`src/rtl/bmhi_pkg.sv`:
```
// Package for the binary max-heap insert block.
// Holds field widths, opcode and state enums, and the controller/datapath structs.
// No dependencies.
`default_nettype none

package bmhi_pkg;

  localparam int KEY_W         = 32;
  localparam int TAG_W         = 16;
  localparam int IDX_W         = 4;
  localparam int CNT_W         = 5;
  localparam int OP_W          = 2;
  localparam int DEPTH_DEFAULT = 16;
  localparam int IN_DATA_W     = 56;
  localparam int OUT_DATA_W    = 56;
  localparam int OUT_PAD_W     = OUT_DATA_W - KEY_W - TAG_W - CNT_W;

  localparam logic [CNT_W-1:0] CAP_RESET = 5'd16;

  typedef enum logic [OP_W-1:0] {
    OP_INSERT = 2'd0,
    OP_READ   = 2'd1,
    OP_CLEAR  = 2'd2,
    OP_NOP    = 2'd3
  } op_t;

  typedef enum logic [2:0] {
    ST_IDLE,
    ST_DECODE,
    ST_READ_WAIT,
    ST_SIFT,
    ST_PLACE,
    ST_FINISH
  } state_t;

  typedef struct packed {
    logic load;
    logic write_new;
    logic read_parent;
    logic read_slot;
    logic move_down;
    logic clear;
    logic emit;
  } cmd_t;

  typedef struct packed {
    op_t  op;
    logic ins_ok;
    logic pos_zero;
    logic parent_zero;
    logic parent_less;
    logic out_free;
  } sts_t;

endpackage

`default_nettype wire

```
`src/rtl/binary_max_heap_insert_top.sv`:
```
// Top level of the binary max-heap insert block.
// Depends on bmhi_pkg, bmhi_ctrl and bmhi_dpath.
//
// Usage:
//   s_axis carries one request: tuser is the opcode (insert, read slot,
//   clear, no operation); tdata holds key, tag and slot index.
//   m_axis returns exactly one result per request: tuser is the accepted
//   flag; tdata holds the read key, read tag and the entry count after
//   the request.
//   cfg_* writes the capacity register; write it only while the block is idle.
// Sequencing:
//   One request at a time. A clear, no-op, rejected insert or insert into an
//   empty heap goes from decode straight to the finish state; a read first
//   passes through a read-wait state. An insert below the root enters the sift
//   state, which compares with the parent and moves it down for each level the
//   new key climbs, then writes the new key. s_axis_tready returns as the result
//   is registered, even while that result still sits in the output register.
// Reset: entry count clears to zero and capacity returns to 16; slot memory
//   is not cleared. A stalled m_axis holds its result, and a finished request
//   waits until the output register frees up.
`default_nettype none

module binary_max_heap_insert_top #(
  parameter int DEPTH = bmhi_pkg::DEPTH_DEFAULT
) (
  input  wire                              clk,
  input  wire                              rst,
  input  wire                              s_axis_tvalid,
  output logic                             s_axis_tready,
  // [31:0] new_key, [47:32] new_tag, [51:48] slot_index, [55:52] zero
  input  wire  [bmhi_pkg::IN_DATA_W-1:0]   s_axis_tdata,
  // [1:0] opcode
  input  wire  [bmhi_pkg::OP_W-1:0]        s_axis_tuser,
  output logic                             m_axis_tvalid,
  input  wire                              m_axis_tready,
  // [31:0] out_key, [47:32] out_tag, [52:48] entry_count, [55:53] zero
  output logic [bmhi_pkg::OUT_DATA_W-1:0]  m_axis_tdata,
  // [0] accepted
  output logic                             m_axis_tuser,
  input  wire                              cfg_valid,
  output logic                             cfg_ready,
  input  wire  [bmhi_pkg::CNT_W-1:0]       cfg_data
);

  bmhi_pkg::cmd_t cmd;
  bmhi_pkg::sts_t sts;

  assign cfg_ready = 1'b1;

  bmhi_ctrl u_ctrl (
    .clk      (clk),
    .rst      (rst),
    .in_valid (s_axis_tvalid),
    .in_ready (s_axis_tready),
    .sts      (sts),
    .cmd      (cmd)
  );

  bmhi_dpath #(
    .DEPTH (DEPTH)
  ) u_dpath (
    .clk       (clk),
    .rst       (rst),
    .in_data   (s_axis_tdata),
    .in_user   (s_axis_tuser),
    .cfg_valid (cfg_valid),
    .cfg_data  (cfg_data),
    .cmd       (cmd),
    .sts       (sts),
    .out_ready (m_axis_tready),
    .out_valid (m_axis_tvalid),
    .out_data  (m_axis_tdata),
    .out_user  (m_axis_tuser)
  );

endmodule

`default_nettype wire

```
`src/rtl/bmhi_ctrl.sv`:
```
// Controller for the heap insert block: sequences decode, sift-up and result hand-off.
// Depends on bmhi_pkg; drives bmhi_dpath through cmd_t and reads sts_t.
`default_nettype none

module bmhi_ctrl (
  input  wire              clk,
  input  wire              rst,
  input  wire              in_valid,
  output logic             in_ready,
  input  bmhi_pkg::sts_t   sts,
  output bmhi_pkg::cmd_t   cmd
);

  bmhi_pkg::state_t state, state_next;

  always_ff @(posedge clk) begin
    if (rst) begin
      state <= bmhi_pkg::ST_IDLE;
    end else begin
      state <= state_next;
    end
  end

  always_comb begin
    state_next = state;
    unique case (state)
      bmhi_pkg::ST_IDLE: begin
        if (in_valid) state_next = bmhi_pkg::ST_DECODE;
      end
      bmhi_pkg::ST_DECODE: begin
        unique case (sts.op)
          bmhi_pkg::OP_INSERT: begin
            if (sts.ins_ok && !sts.pos_zero) state_next = bmhi_pkg::ST_SIFT;
            else state_next = bmhi_pkg::ST_FINISH;
          end
          bmhi_pkg::OP_READ: state_next = bmhi_pkg::ST_READ_WAIT;
          default: state_next = bmhi_pkg::ST_FINISH;
        endcase
      end
      bmhi_pkg::ST_READ_WAIT: state_next = bmhi_pkg::ST_FINISH;
      bmhi_pkg::ST_SIFT: begin
        if (sts.parent_less) begin
          if (sts.parent_zero) state_next = bmhi_pkg::ST_PLACE;
        end else begin
          state_next = bmhi_pkg::ST_FINISH;
        end
      end
      bmhi_pkg::ST_PLACE: state_next = bmhi_pkg::ST_FINISH;
      bmhi_pkg::ST_FINISH: begin
        if (sts.out_free) state_next = bmhi_pkg::ST_IDLE;
      end
      default: state_next = bmhi_pkg::ST_IDLE;
    endcase
  end

  always_comb begin
    cmd      = '0;
    in_ready = 1'b0;
    unique case (state)
      bmhi_pkg::ST_IDLE: begin
        in_ready = 1'b1;
        cmd.load = in_valid;
      end
      bmhi_pkg::ST_DECODE: begin
        unique case (sts.op)
          bmhi_pkg::OP_INSERT: begin
            if (sts.ins_ok) begin
              if (sts.pos_zero) cmd.write_new = 1'b1;
              else cmd.read_parent = 1'b1;
            end
          end
          bmhi_pkg::OP_READ:  cmd.read_slot = 1'b1;
          bmhi_pkg::OP_CLEAR: cmd.clear = 1'b1;
          default: ;
        endcase
      end
      bmhi_pkg::ST_SIFT: begin
        if (sts.parent_less) cmd.move_down = 1'b1;
        else cmd.write_new = 1'b1;
      end
      bmhi_pkg::ST_PLACE:  cmd.write_new = 1'b1;
      bmhi_pkg::ST_FINISH: cmd.emit = sts.out_free;
      default: ;
    endcase
  end

endmodule

`default_nettype wire

```
`src/rtl/bmhi_dpath.sv`:
```
// Datapath for the heap insert block: slot memory, entry count, capacity and result register.
// Depends on bmhi_pkg; commanded by bmhi_ctrl.
`default_nettype none

module bmhi_dpath #(
  parameter int DEPTH = bmhi_pkg::DEPTH_DEFAULT
) (
  input  wire                                clk,
  input  wire                                rst,
  input  wire  [bmhi_pkg::IN_DATA_W-1:0]     in_data,
  input  wire  [bmhi_pkg::OP_W-1:0]          in_user,
  input  wire                                cfg_valid,
  input  wire  [bmhi_pkg::CNT_W-1:0]         cfg_data,
  input  bmhi_pkg::cmd_t                     cmd,
  output bmhi_pkg::sts_t                     sts,
  input  wire                                out_ready,
  output logic                               out_valid,
  output logic [bmhi_pkg::OUT_DATA_W-1:0]    out_data,
  output logic                               out_user
);

  localparam int AW = (DEPTH > 1) ? $clog2(DEPTH) : 1;

  logic        [bmhi_pkg::KEY_W-1:0] mem_key [DEPTH];
  logic        [bmhi_pkg::TAG_W-1:0] mem_tag [DEPTH];

  logic        [bmhi_pkg::CNT_W-1:0] capacity;
  logic        [bmhi_pkg::CNT_W-1:0] count;
  bmhi_pkg::op_t                     op;
  logic signed [bmhi_pkg::KEY_W-1:0] new_key;
  logic        [bmhi_pkg::TAG_W-1:0] new_tag;
  logic        [bmhi_pkg::IDX_W-1:0] idx;
  logic        [AW-1:0]              pos;
  logic signed [bmhi_pkg::KEY_W-1:0] rd_key;
  logic        [bmhi_pkg::TAG_W-1:0] rd_tag;
  logic                              acc;

  logic        [AW-1:0]              par;
  logic        [AW-1:0]              gpar;
  logic        [AW-1:0]              rd_addr;
  logic                              rd_en;
  logic                              wr_en;
  logic        [bmhi_pkg::KEY_W-1:0] wr_key;
  logic        [bmhi_pkg::TAG_W-1:0] wr_tag;
  logic                              rd_ok;
  logic        [bmhi_pkg::KEY_W-1:0] res_key;
  logic        [bmhi_pkg::TAG_W-1:0] res_tag;

  assign par  = (pos - AW'(1)) >> 1;
  assign gpar = (par - AW'(1)) >> 1;

  assign rd_en   = cmd.read_parent | cmd.read_slot | cmd.move_down;
  assign rd_addr = cmd.read_slot ? AW'(idx) : (cmd.move_down ? gpar : par);
  assign wr_en   = cmd.write_new | cmd.move_down;
  assign wr_key  = cmd.move_down ? rd_key : new_key;
  assign wr_tag  = cmd.move_down ? rd_tag : new_tag;

  assign rd_ok = ({1'b0, idx} < count) && (32'(idx) < DEPTH);

  assign sts.op          = op;
  assign sts.ins_ok      = (count < capacity) && (32'(count) < DEPTH);
  assign sts.pos_zero    = (pos == '0);
  assign sts.parent_zero = (par == '0);
  assign sts.parent_less = (rd_key < new_key);
  assign sts.out_free    = !out_valid || out_ready;

  assign res_key = (op == bmhi_pkg::OP_READ && acc) ? rd_key : '0;
  assign res_tag = (op == bmhi_pkg::OP_READ && acc) ? rd_tag : '0;

  always_ff @(posedge clk) begin
    if (wr_en) begin
      mem_key[pos] <= wr_key;
      mem_tag[pos] <= wr_tag;
    end
    if (rd_en) begin
      rd_key <= mem_key[rd_addr];
      rd_tag <= mem_tag[rd_addr];
    end
  end

  always_ff @(posedge clk) begin
    if (rst) begin
      capacity <= bmhi_pkg::CAP_RESET;
    end else if (cfg_valid) begin
      capacity <= cfg_data;
    end
  end

  always_ff @(posedge clk) begin
    if (rst) begin
      count <= '0;
    end else if (cmd.clear) begin
      count <= '0;
    end else if (cmd.write_new) begin
      count <= count + bmhi_pkg::CNT_W'(1);
    end
  end

  always_ff @(posedge clk) begin
    if (cmd.load) begin
      op      <= bmhi_pkg::op_t'(in_user);
      new_key <= in_data[bmhi_pkg::KEY_W-1:0];
      new_tag <= in_data[bmhi_pkg::KEY_W +: bmhi_pkg::TAG_W];
      idx     <= in_data[bmhi_pkg::KEY_W + bmhi_pkg::TAG_W +: bmhi_pkg::IDX_W];
      pos     <= AW'(count);
      acc     <= 1'b0;
    end else begin
      if (cmd.move_down) pos <= par;
      if (cmd.write_new) acc <= 1'b1;
      if (cmd.read_slot) acc <= rd_ok;
    end
  end

  always_ff @(posedge clk) begin
    if (rst) begin
      out_valid <= 1'b0;
    end else if (cmd.emit) begin
      out_valid <= 1'b1;
    end else if (out_ready) begin
      out_valid <= 1'b0;
    end
  end

  always_ff @(posedge clk) begin
    if (cmd.emit) begin
      out_user <= acc;
      out_data <= {{bmhi_pkg::OUT_PAD_W{1'b0}}, count, res_tag, res_key};
    end
  end

endmodule

`default_nettype wire

```
`config.mk`:
```
export PLATFORM = sky130hd
export DESIGN_NAME = binary_max_heap_insert_top
export DESIGN_NICKNAME = d
export VERILOG_FILES = /design/src/rtl/bmhi_pkg.sv /design/src/rtl/binary_max_heap_insert_top.sv /design/src/rtl/bmhi_ctrl.sv /design/src/rtl/bmhi_dpath.sv
export SDC_FILE = /design/constraint.sdc
export NUM_CORES = 1
export LEC_CHECK = 0
export BUFFER_PORTS_ARGS = -buffer_cell sky130_fd_sc_hd__buf_2
export CORE_MARGIN = 2
export CORE_UTILIZATION = 56
export CTS_CLUSTER_DIAMETER = 50
export DETAILED_ROUTE_END_ITERATION = 12
export GPL_ROUTABILITY_DRIVEN = 0
export PLACE_DENSITY = 0.75
export SYNTH_ARGS = -nofsm -noshare
export SYNTH_HDL_FRONTEND = slang
export SYNTH_SLANG_ARGS = --single-unit
```
`constraint.sdc`:
```
create_clock -name clk -period 6.3 [get_ports clk]
set_clock_uncertainty 0.2 [all_clocks]
set_input_delay 1.26 -clock clk [delete_from_list [all_inputs] [get_ports clk]]
set_output_delay 1.26 -clock clk [all_outputs]
set_load 0.02 [all_outputs]
```
==> metrics.md, run 1 <==
| Metric | Value |
|---|---|
| Post-CTS Hold Fix Bufs | 0 |
| Most frequent cells in the layout | edfxtp_1 (928), mux2_2 (119), buf_2 (119) |
| Crit-path cells | ha_1 > nand2_1 > nor4_1 > o311ai_1 > a21oi_2 > nor4_2 > o21bai_4 > buf_4 > o31ai_4 > o22ai_4 > buf_12 > o22a_1 > nand2_1 |
| CTS H-Tree Depth | 3 |
| Worst-path clk slew | 60 ps |
| Pleak | 0.01433 µW |
| Slowest CP cell | o22ai_4 |
| Vias/cell | 6.333 |
| Initial Util | 56.80% |
| PD cells | 372.0 nW/µm² |
| Worst hold-check path type | flip-flop to flip-flop |
| Routed wire length | 83.13 mm |
| Design area | 41650 µm² |
| Tot Pwr | 15490 µW |
| Core area | 64580 µm² |
| Sequential-to-total area share from yosys stat | 76.79% |
| FILL cells | 4275 |
| Clk sinks | 943 |
| CTS Buf Count | 96 |
| Drc violations | 0 |
| Crit path top cell by count | nand2_1 |
| Slew Limit Fails | 0 |
| Setup tns final | 0 ps |
| Synth Warn # | 0 |
| I/O Buffers | 119 |
| Min-Delay Startpoint | u_dpath.capacity[2]$_SDFFE_PP0P_ |
| Drt pass-1 iters | 10 |
| Crit Path Category | flip-flop to flip-flop |
| Worst Path Required | 6490 ps |
| Layer with the highest usage | met2 |
| Die Wd | 259.9 µm |
| Startpoint types | flip-flop |
| Clock Tree Buf Depth | 3 |
| R2R Setup Slk | 950 ps |
| Number of synthesized flops with an enable pin | 928 |
| Worst-path fanout max | 22 |
| Clock latency on the worst-skew pair | 660 ps |
| GRT met1 Usage | 33.39% |
| Buffer count from post-CTS setup fixing | 0 |
| RSZ-0062 raised after global routing | no |
| Ys flop type | edfxtp_1 |
| Die Height | 259.9 µm |
| Post-route minimum period | 5347 ps |
| Die ar. | 67560 µm² |
| Post-cts sizing count | 0 |
| Root Buffer | clkbuf_16 |
| DR WL/cell | 26.63 µm |
| Largest net degree at the start of global routing | 81 |
| Tcrit/Tclk final | 84.87% |
| Share of post-route cells with drive strength above 1 | 22.03% |
| CP Capture Type | flip-flop |
| Most common cell after layout, fill and taps aside | edfxtp_1 |
| Post-synthesis register bit count | 943 |
| Vias in the first global route | 19960 |
| # setup viols final | 0 |
| FMAX | 187.0 MHz |
| DR vias | 19770 |
| Critical Path AT | 5540 ps |
| Global Route met3 Usage | 4.230% |
| Status | finished, final reports clean |
| Nets | 2297 |
| Routed Antenna Nets | 0 |
| Max cap viols | 0 |
| Synth-to-layout area growth | 13.55% |
| Worst rel slew slack | 13.21% |
| R2r startpoint | u_dpath.rd_key[14]$_DFFE_PP_ |
| Global-route wire length before repair | 122.7 mm |
| Detailed Route Iter0 Violations | 2222 |
| Slew of the pin with the lowest slew margin | 1299 ps |
| Dpl ws | 1076 ps |
| Fin. Hold Viols | 0 |
| CP peak stage delay | 820 ps |
| Worst setup margin | 953.2 ps |
| Peak VDD IR | 0.0003401 V |
| Area after DPL | 38590 µm² |
| Post-synthesis cell count | 2030 |
| Synth Area per Inst | 18.07 µm² |
| Total grt overflow | 0 |
| Final Util | 64.49% |
| Synth cell types | 66 |
| Initial antenna violation count | 1 |
| Detail Placement HPWL | 42.48 mm |
| Asr flop ratio synth | 0% |
| I/O pin count | 128 |
| Critical Path Start | u_dpath.rd_key[14]$_DFFE_PP_ |
| Cell Rows | 93 |
| Gr usage total | 24.63% |
| CTS tree | yes |
| Post-Syn Area | 36680 µm² |
| GRT met2 Usage | 40.72% |
sequential cells by signal (all words and copies together), names as in the netlist:
register           count
u_dpath.out_user       1
u_dpath.acc            1
u_dpath.capacity       5
u_dpath.out_valid      1
u_dpath.out_data      53
u_dpath.mem_key      512
u_dpath.count          5
u_dpath.pos            4
u_ctrl.state           3
u_dpath.new_key       32
u_dpath.mem_tag      256
u_dpath.idx            4
u_dpath.new_tag       16
u_dpath.rd_key        32
u_dpath.op             2
u_dpath.rd_tag        16
area by class of cell:
type / instances / area, µm² / share of cell area (%)
Sequential cell: 943 / 28170 / 67.63
Inverter: 48 / 180.2 / 0.4326
Clock inverter: 54 / 541.8 / 1.301
Tap cell: 855 / 1070 / 2.569
Multi-Input combinational cell: 930 / 7989 / 19.18
Timing Repair Buffer: 164 / 1184 / 2.842
Clock buffer: 126 / 2515 / 6.038
Antenna cell: 1 / 2.502 / 0.006008
final timing paths:
kind | endpoint | cells after the start
min reg2reg | u_dpath.capacity[2]$_SDFFE_PP0P_ | 2
max reg2reg | u_dpath.rd_tag[9]$_DFFE_PP_ | 13
min | u_dpath.capacity[2]$_SDFFE_PP0P_ | 2
max | u_dpath.rd_tag[9]$_DFFE_PP_ | 13
metrics by stage:
stage               instances  hold slack [ps]
floorplan                2032            260.4
detailed placement       2940            295.7
finish                   3121            308.1
global route             3120            331.0
CTS                      3120            312.3
global placement         2940            282.8
worst max-delay path: cells and delay by family (launching register included):
| family | cells | cell delay (ps) |
|---|---|---|
| AO/OA/AOI/OAI | 6 | 2360 |
| AND/OR/NAND/NOR | 4 | 940 |
| flip-flops | 1 | 480 |
| buffers and inverters | 2 | 720 |
| adder cells (fa/ha/maj) | 1 | 330 |
cell families (layout without fill, tap and decap cells):
| group | after synthesis | after routing | share of synthesized area [%] |
|---|---|---|---|
| xor+xnor | 5 | 5 | 0.1399 |
| fa+ha+maj | 46 | 46 | 1.569 |
| compound gates | 354 | 354 | 8.357 |
| other cells | 2 | 5 | 0.02047 |
| flops | 943 | 943 | 76.79 |
| buf+inv | 159 | 392 | 2.074 |
| simple gates | 271 | 271 | 3.708 |
| mux | 250 | 250 | 7.341 |
cell usage after synthesis, drive strengths merged (2+ instances only):
cell    count  share of area (%)
and2        3              0.058
nand2b      5              0.085
xnor2       4               0.12
o22a       41               0.98
a31oi       4               0.11
buf        52               0.97
nand2      80               0.82
conb        2              0.020
nor3       11               0.16
mux2      152                4.7
a221oi     88                2.7
a21boi      2              0.041
nor3b       2              0.041
a22oi     119                2.5
nand3      45               0.61
edfxtp    928                 76
nor4        7               0.18
mux2i      98                2.7
nor2b       5              0.085
a21o        7               0.14
o31ai       3              0.099
and3       48               0.82
nand3b      2              0.041
nand4      13               0.24
clkbuf     59               0.61
a22o       38               0.91
inv        48               0.49
nor2       45               0.46
ha         46                1.6
a211oi      2              0.041
o211ai     13               0.28
a21oi      21               0.30
dfxtp      15               0.82
o21ai      10               0.14
or3         3              0.065
power breakdown:
| group | leakage [µW] | total (µW) | internal, µW | switching, µW |
|---|---|---|---|---|
| combinational | 0.00433 | 2550 | 1020 | 1530 |
| clock | 0.00147 | 5470 | 3100 | 2370 |
| sequential | 0.00853 | 7480 | 7320 | 161 |
metal layers:
| layer | wire length (µm) | vias to the layer above |
|---|---|---|
| li1 | - | 8518 |
| met4 | 2261 | 0 |
| met3 | 7081 | 160 |
| met1 | 33000 | 10060 |
| met2 | 40790 | 1025 |
| met5 | 0 | - |
Note: power is estimated with default switching activity, not from simulation.
==> inputs of run 2 (changes only) <==
- CORE_UTILIZATION: 56 -> 60
- PLACE_DENSITY: 0.75 -> 0.76
- clock period: 6.3 -> 5.5 ns (I/O delays scaled with it)
==> run 2 against run 1 <==
Sequential power grew 15%. Clock-buffer cell count down 6. Critical path depth down 1. Critical path type unchanged. Register-to-register slack worse by 390 ps. Sequential cell count stayed put. Non-clock buffer count grew 1. Routed wire length fell by 2.4%. Clock power is 20% higher. Largest cell class unchanged. Utilization is 4.7 points higher. Largest power group unchanged.
==> metrics.md, run 2 (synthesis results as in run 1) <==
| Metric | Value |
|---|---|
| Worst hold-check path type | flip-flop to flip-flop |
| Clk sinks | 943 |
| Most common cell after layout, fill and taps aside | edfxtp_1 |
| Post-cts sizing count | 0 |
| DR vias | 19620 |
| Tcrit/Tclk final | 89.70% |
| Worst-path clk slew | 60 ps |
| Detail Placement HPWL | 41.05 mm |
| Routed Antenna Nets | 0 |
| Critical Path AT | 5090 ps |
| Max FFs per register | 512 |
| Clock latency on the worst-skew pair | 650 ps |
| Status | finished, final reports clean |
| Peak VDD IR | 0.0002867 V |
| Worst setup path end | u_dpath.mem_key[15][8]$_DFFE_PP_ |
| Buffer count from post-CTS setup fixing | 0 |
| PD cells | 431.1 nW/µm² |
| Core area | 60360 µm² |
| Critical Path Start | u_dpath.rd_key[15]$_DFFE_PP_ |
| Clock Tree Buf Depth | 3 |
| DR WL/cell | 26.64 µm |
| CTS H-Tree Depth | 3 |
| Die Height | 251.3 µm |
| Fin. Hold Viols | 0 |
| Max cap viols | 0 |
| Root Buffer | clkbuf_16 |
| Reg2reg end | u_dpath.mem_key[15][8]$_DFFE_PP_ |
| Post-route minimum period | 4934 ps |
| Worst Path Required | 5650 ps |
| Startpoint types | flip-flop |
| Crit Path Category | flip-flop to flip-flop |
| Die Wd | 251.3 µm |
| Nets | 2298 |
| CP Capture Type | flip-flop |
| Initial Util | 60.77% |
| Crit-path cells | ha_1 > nand2_1 > nor4_1 > o311ai_1 > a21oi_2 > nor4_2 > o31ai_1 > a22oi_2 > nand2_1 > nand2_1 > nor2_4 > buf_4 |
| Top flop regs | u_dpath.mem_key x512, u_dpath.mem_tag x256, u_dpath.out_data x53 |
| R2R Setup Slk | 570 ps |
| Largest net degree at the start of global routing | 66 |
| Worst rel slew slack | 16.96% |
| RSZ-0062 raised after global routing | no |
| Slew of the pin with the lowest slew margin | 1246 ps |
| Crit path top cell by count | nand2_1 |
| Detailed Route Iter0 Violations | 1963 |
| Drc violations | 0 |
| I/O Buffers | 119 |
| R2R depth | 12 |
| Slew Limit Fails | 0 |
| Slowest CP cell | nor2_4 |
| Routed wire length | 81.16 mm |
| Area after DPL | 38550 µm² |
| Cell Rows | 90 |
| CTS tree | yes |
| Drt pass-1 iters | 6 |
| Die ar. | 63130 µm² |
| Most frequent cells in the layout | edfxtp_1 (928), mux2_2 (119), buf_2 (119) |
| Worst-path fanout max | 11 |
| # setup viols final | 0 |
| Initial antenna violation count | 1 |
| Vias in the first global route | 19910 |
| CP peak stage delay | 590 ps |
| Cell depth of the worst setup path | 12 |
| Global-route wire length before repair | 121.2 mm |
| CTS Buf Count | 96 |
| Design area | 41770 µm² |
| Pleak | 0.01444 µW |
| R2r startpoint | u_dpath.rd_key[15]$_DFFE_PP_ |
| Buffer and inverter count on the worst path | 1 |
| Gr usage total | 25.98% |
| # diodes | 0 |
| Cell family contributing the most delay on the critical path | simple AND/OR/NAND/NOR gates |
| I/O pin count | 128 |
| Post-CTS Hold Fix Bufs | 0 |
| Reg with most FFs | u_dpath.mem_key |
| Share of post-route cells with drive strength above 1 | 22.43% |
| Synth-to-layout area growth | 13.87% |
| Vias/cell | 6.438 |
| Setup tns final | 0 ps |
| FMAX | 202.7 MHz |
| Total grt overflow | 0 |
## run 2: cell count changes in the layout (fill, tap and decap cells not counted), sizes merged, moves of 2 or more
cell,delta
bufinv,+5
clkinvlp,-2
clkbuf,-6
clkinv,+3
## run 2: worst min-delay path by stage
| stage | to | start | cells past startpoint | slack (ps) |
|---|---|---|---|---|
| after floorplan | u_dpath.capacity[1]$_SDFFE_PP0P_ | u_dpath.capacity[1]$_SDFFE_PP0P_ | 2 | 260 |
| after global placement | u_dpath.capacity[2]$_SDFFE_PP0P_ | u_dpath.capacity[2]$_SDFFE_PP0P_ | 2 | 280 |
| after detailed placement | u_dpath.capacity[2]$_SDFFE_PP0P_ | u_dpath.capacity[2]$_SDFFE_PP0P_ | 2 | 280 |
| after CTS | u_dpath.capacity[2]$_SDFFE_PP0P_ | u_dpath.capacity[2]$_SDFFE_PP0P_ | 2 | 300 |
| after global routing | u_dpath.capacity[2]$_SDFFE_PP0P_ | u_dpath.capacity[2]$_SDFFE_PP0P_ | 2 | 350 |
| final | u_dpath.capacity[2]$_SDFFE_PP0P_ | u_dpath.capacity[2]$_SDFFE_PP0P_ | 2 | 300 |
## run 2: stage by stage
stage	cells	setup WS [ps]	utilization (%)	total power [µW]	hold slack, ps
2_1_floorplan	2032	174.5	-	10810	260.4
3_3_place_gp	2868	688.8	63.87	11480	280.6
3_5_place_dp	2868	571.1	63.87	11590	284.9
4_1_cts	3047	556.7	69.20	18100	299.8
5_1_grt	3047	247.5	69.20	18580	346.5
6_report	3047	566.3	69.20	18000	296.1
## run 2: final cells by class
type                    count  area (µm²)
flip-flops and latches    943       28170
fillers                  3726       18590
multi-input cells         930        7995
clock buffers             120        2609
repair buffers            165        1229
well taps                 782       978.4
clock inverters            59       606.8
inverters                  48       180.2
## run 2: report_power, final
group	switching [µW]	total [µW]	internal (µW)
combinational	1700	2860	1160
clock	2650	6550	3890
sequential	220	8600	8380
## run 2: per-layer routing
metal,up-vias,share of wire [%],GRT usage (%)
met5,-,0,0
met2,904,49,42.79
met4,0,3.2,9.592
met1,10050,40,34.69
met3,161,8.2,5.239
li1,8504,-,-
## run 2: tightest hold or removal path: stages (launching register included)
cell	delay [ps]
dfxtp_1	320
mux2i_1	70
nor2_1	70
==> inputs of run 3 (changes only) <==
- ABC_AREA: unset -> 1
==> run 3 against run 2 <==
Clock power is 4.4% higher. Final area is 9.8% higher. Sequential share of layout area is 6.0 points lower.
==> metrics.md, run 3 <==
| Metric | Value |
|---|---|
| Startpoint types | flip-flop |
| Reg with most FFs | u_dpath.mem_key |
| Crit-path cells | ha_1 > nand2_1 > inv_1 > nand3_1 > a31oi_1 > nor2_1 > nand2_1 > nand2_1 > nand2_1 > nand2_1 > nand3_4 > buf_4 > nand2_2 > nand3_4 > buf_12 > nand3_1 > nand3_1 > nand3_1 > nand3_1 > nand2_1 |
| CP Capture Type | flip-flop |
| I/O Buffers | 119 |
| RSZ-0062 raised after global routing | no |
| Pint | 15600 µW |
| Drc violations | 0 |
| Post-synthesis cell count | 3744 |
| Synth Warn # | 0 |
| Comb pwr share | 38.0% |
| Area contributors post-synth | edfxtp_1 (69%), nand3_1 (11%), nand2_1 (8.6%) |
| Status | finished, final reports clean |
| Global-route wire length before repair | 147.3 mm |
| Worst-path clk slew | 60 ps |
| Cell Rows | 95 |
| Setup tns final | 0 ps |
| Top flop regs | u_dpath.mem_key x512, u_dpath.mem_tag x256, u_dpath.out_data x53 |
| Tcrit/Tclk final | 90.86% |
| Initial antenna violation count | 0 |
| # setup viols final | 0 |
| # diodes | 0 |
| Total grt overflow | 0 |
| Nets | 3968 |
| Synth cell types | 38 |
| Sequential-to-total area share from yosys stat | 69.31% |
| Top cell type's share of synthesized area | 68.58% |
| CP peak stage delay | 630 ps |
| Most common cell after layout, fill and taps aside | edfxtp_1 |
| Max FFs per register | 512 |
| Initial Util | 60.51% |
| I/O pin count | 128 |
| Post-synthesis register bit count | 943 |
| Asr flop ratio synth | 0% |
| Clock share of power | 26.9% |
| Largest net degree at the start of global routing | 208 |
| Routed wire length | 97.16 mm |
| Dpl ws | 574.1 ps |
| CTS H-Tree Depth | 3 |
| Core area | 67160 µm² |
| Clock latency on the worst-skew pair | 670 ps |
| Crit Path Category | flip-flop to flip-flop |
| Vias in the first global route | 26440 |
| Slew Limit Fails | 0 |
| Peak VDD IR | 0.0009557 V |
| Synth Area per Inst | 10.85 µm² |
| PD cells | 554.4 nW/µm² |
| Slowest CP cell | buf_12 |
| Critical Path AT | 5190 ps |
| CTS tree | yes |
| Worst setup margin | 502.4 ps |
| Drt pass-1 iters | 6 |
| Die Wd | 264.2 µm |
| Worst rel slew slack | 20.42% |
| Post-synth top cells | edfxtp_1 (928), nand2_1 (928), nand3_1 (875), inv_1 (509), buf_2 (103) |
| Gr usage total | 27.68% |
| FMAX | 200.1 MHz |
| Worst hold-check path type | flip-flop to flip-flop |
| Fin. Hold Viols | 0 |
| Ys flop type | edfxtp_1 |
| Number of synthesized flops with an enable pin | 928 |
| FILL cells | 4642 |
| Detailed Route Iter0 Violations | 3249 |
| Worst-path fanout max | 207 |
| Detail Placement HPWL | 46.81 mm |
| Post-cts sizing count | 0 |
| Area after DPL | 42440 µm² |
| Routed Antenna Nets | 0 |
| Leading area contributor after synthesis | edfxtp_1 |
| DR vias | 27510 |
| Worst hold slack | 271.5 ps |
| Sw frac | 38.61% |
| Clock Tree Buf Depth | 3 |
| Die ar. | 69830 µm² |
| Synth-to-layout area growth | 12.84% |
| Most frequent cells in the layout | edfxtp_1 (928), nand2_1 (923), nand3_1 (875) |
| DR WL/cell | 20.18 µm |
| Share of post-route cells with drive strength above 1 | 10.58% |
| Max cap viols | 0 |
| Design area | 45850 µm² |
| Vias/cell | 5.712 |
| Post-CTS Hold Fix Bufs | 0 |
| Worst Path Required | 5690 ps |
| Crit path top cell by count | nand2_1 |
| Pleak | 0.01903 µW |
| Buffer count from post-CTS setup fixing | 0 |
| Post-Syn Area | 40640 µm² |
| Slew of the pin with the lowest slew margin | 1194 ps |
| Flop pwr share | 35.1% |
| Root Buffer | clkbuf_16 |
| Clk sinks | 943 |
| Net switching power | 9815 µW |
| Die Height | 264.2 µm |
| CTS Buf Count | 104 |
| Post-route minimum period | 4998 ps |
## run 3: cell types whose count changed in the layout (fill, tap and decap cells not counted), moves of 38 or more
cell	change
buf_4	+64
nand3_1	+830
nand2_1	+844
nor2_1	+40
o22a_1	-40
and3_1	-48
inv_1	+461
o21ai_0	+58
a22oi_1	-116
a221oi_1	-55
mux2i_1	-98
mux2_2	-119
a22o_1	-38
## run 3: cell type report
cell class / instances / area (µm²) / share of cell area (%)
multi-input combinational: 2073 / 9728 / 21.22
clock buffer: 125 / 2724 / 5.940
timing repair buffer: 220 / 1529 / 3.334
inverter: 512 / 1924 / 4.197
clock inverter: 69 / 689.4 / 1.503
sequential: 943 / 28170 / 61.43
tap: 873 / 1092 / 2.382
## run 3: worst max-delay path, delay by kind of cell, from the launching register on
| kind | cells | cell delay (ps) |
|---|---|---|
| AO/OA/AOI/OAI | 1 | 350 |
| buffers and inverters | 3 | 1170 |
| flip-flops | 1 | 410 |
| AND/OR/NAND/NOR | 15 | 2020 |
| adder cells (fa/ha/maj) | 1 | 330 |
## run 3: cell families (layout without fill, tap and decap cells)
family                   after synthesis  in the layout  share of synthesized area (%)
adder cells (fa/ha/maj)               46             46                          1.416
AO/OA/AOI/OAI                        106            106                          1.373
flip-flops                           943            943                          69.31
other                                  2              4                        0.01848
AND/OR/NAND/NOR                     1913           1913                          20.54
XOR/XNOR                               4              4                        0.08623
buffers and inverters                730            926                          7.254
## run 3: stage by stage
stage | power [µW] | cells | utilization [%]
after global placement | 18310 | 4621 | 63.20
final | 25420 | 4815 | 68.28
after detailed placement | 18560 | 4621 | 63.20
after CTS | 25400 | 4815 | 68.28
after global routing | 26870 | 4815 | 68.28
after floorplan | 16100 | 3746 | -
## run 3: worst paths after layout
path | startpoint | to | slack (ps) | cells past startpoint
max | u_dpath.rd_key[15]$_DFFE_PP_ | u_dpath.rd_key[2]$_DFFE_PP_ | 500 | 20
min reg2reg | u_dpath.capacity[1]$_SDFFE_PP0P_ | u_dpath.capacity[1]$_SDFFE_PP0P_ | 270 | 2
max reg2reg | u_dpath.rd_key[15]$_DFFE_PP_ | u_dpath.rd_key[2]$_DFFE_PP_ | 500 | 20
min | u_dpath.capacity[1]$_SDFFE_PP0P_ | u_dpath.capacity[1]$_SDFFE_PP0P_ | 270 | 2
## run 3: metal layers
metal	part of all wire (%)	GRT usage [%]
met4	3.1	10.49
met3	9.5	5.183
met5	0	0
met1	39	36.31
met2	49	46.25
## run 3: power by group through the flow
stage	clock, µW	combinational (µW)	sequential [µW]
floorplan	0	7030	9070
global placement	0	9250	9060
detailed placement	0	9490	9070
CTS	6890	9580	8930
global route	7180	10700	8960
finish	6840	9650	8930
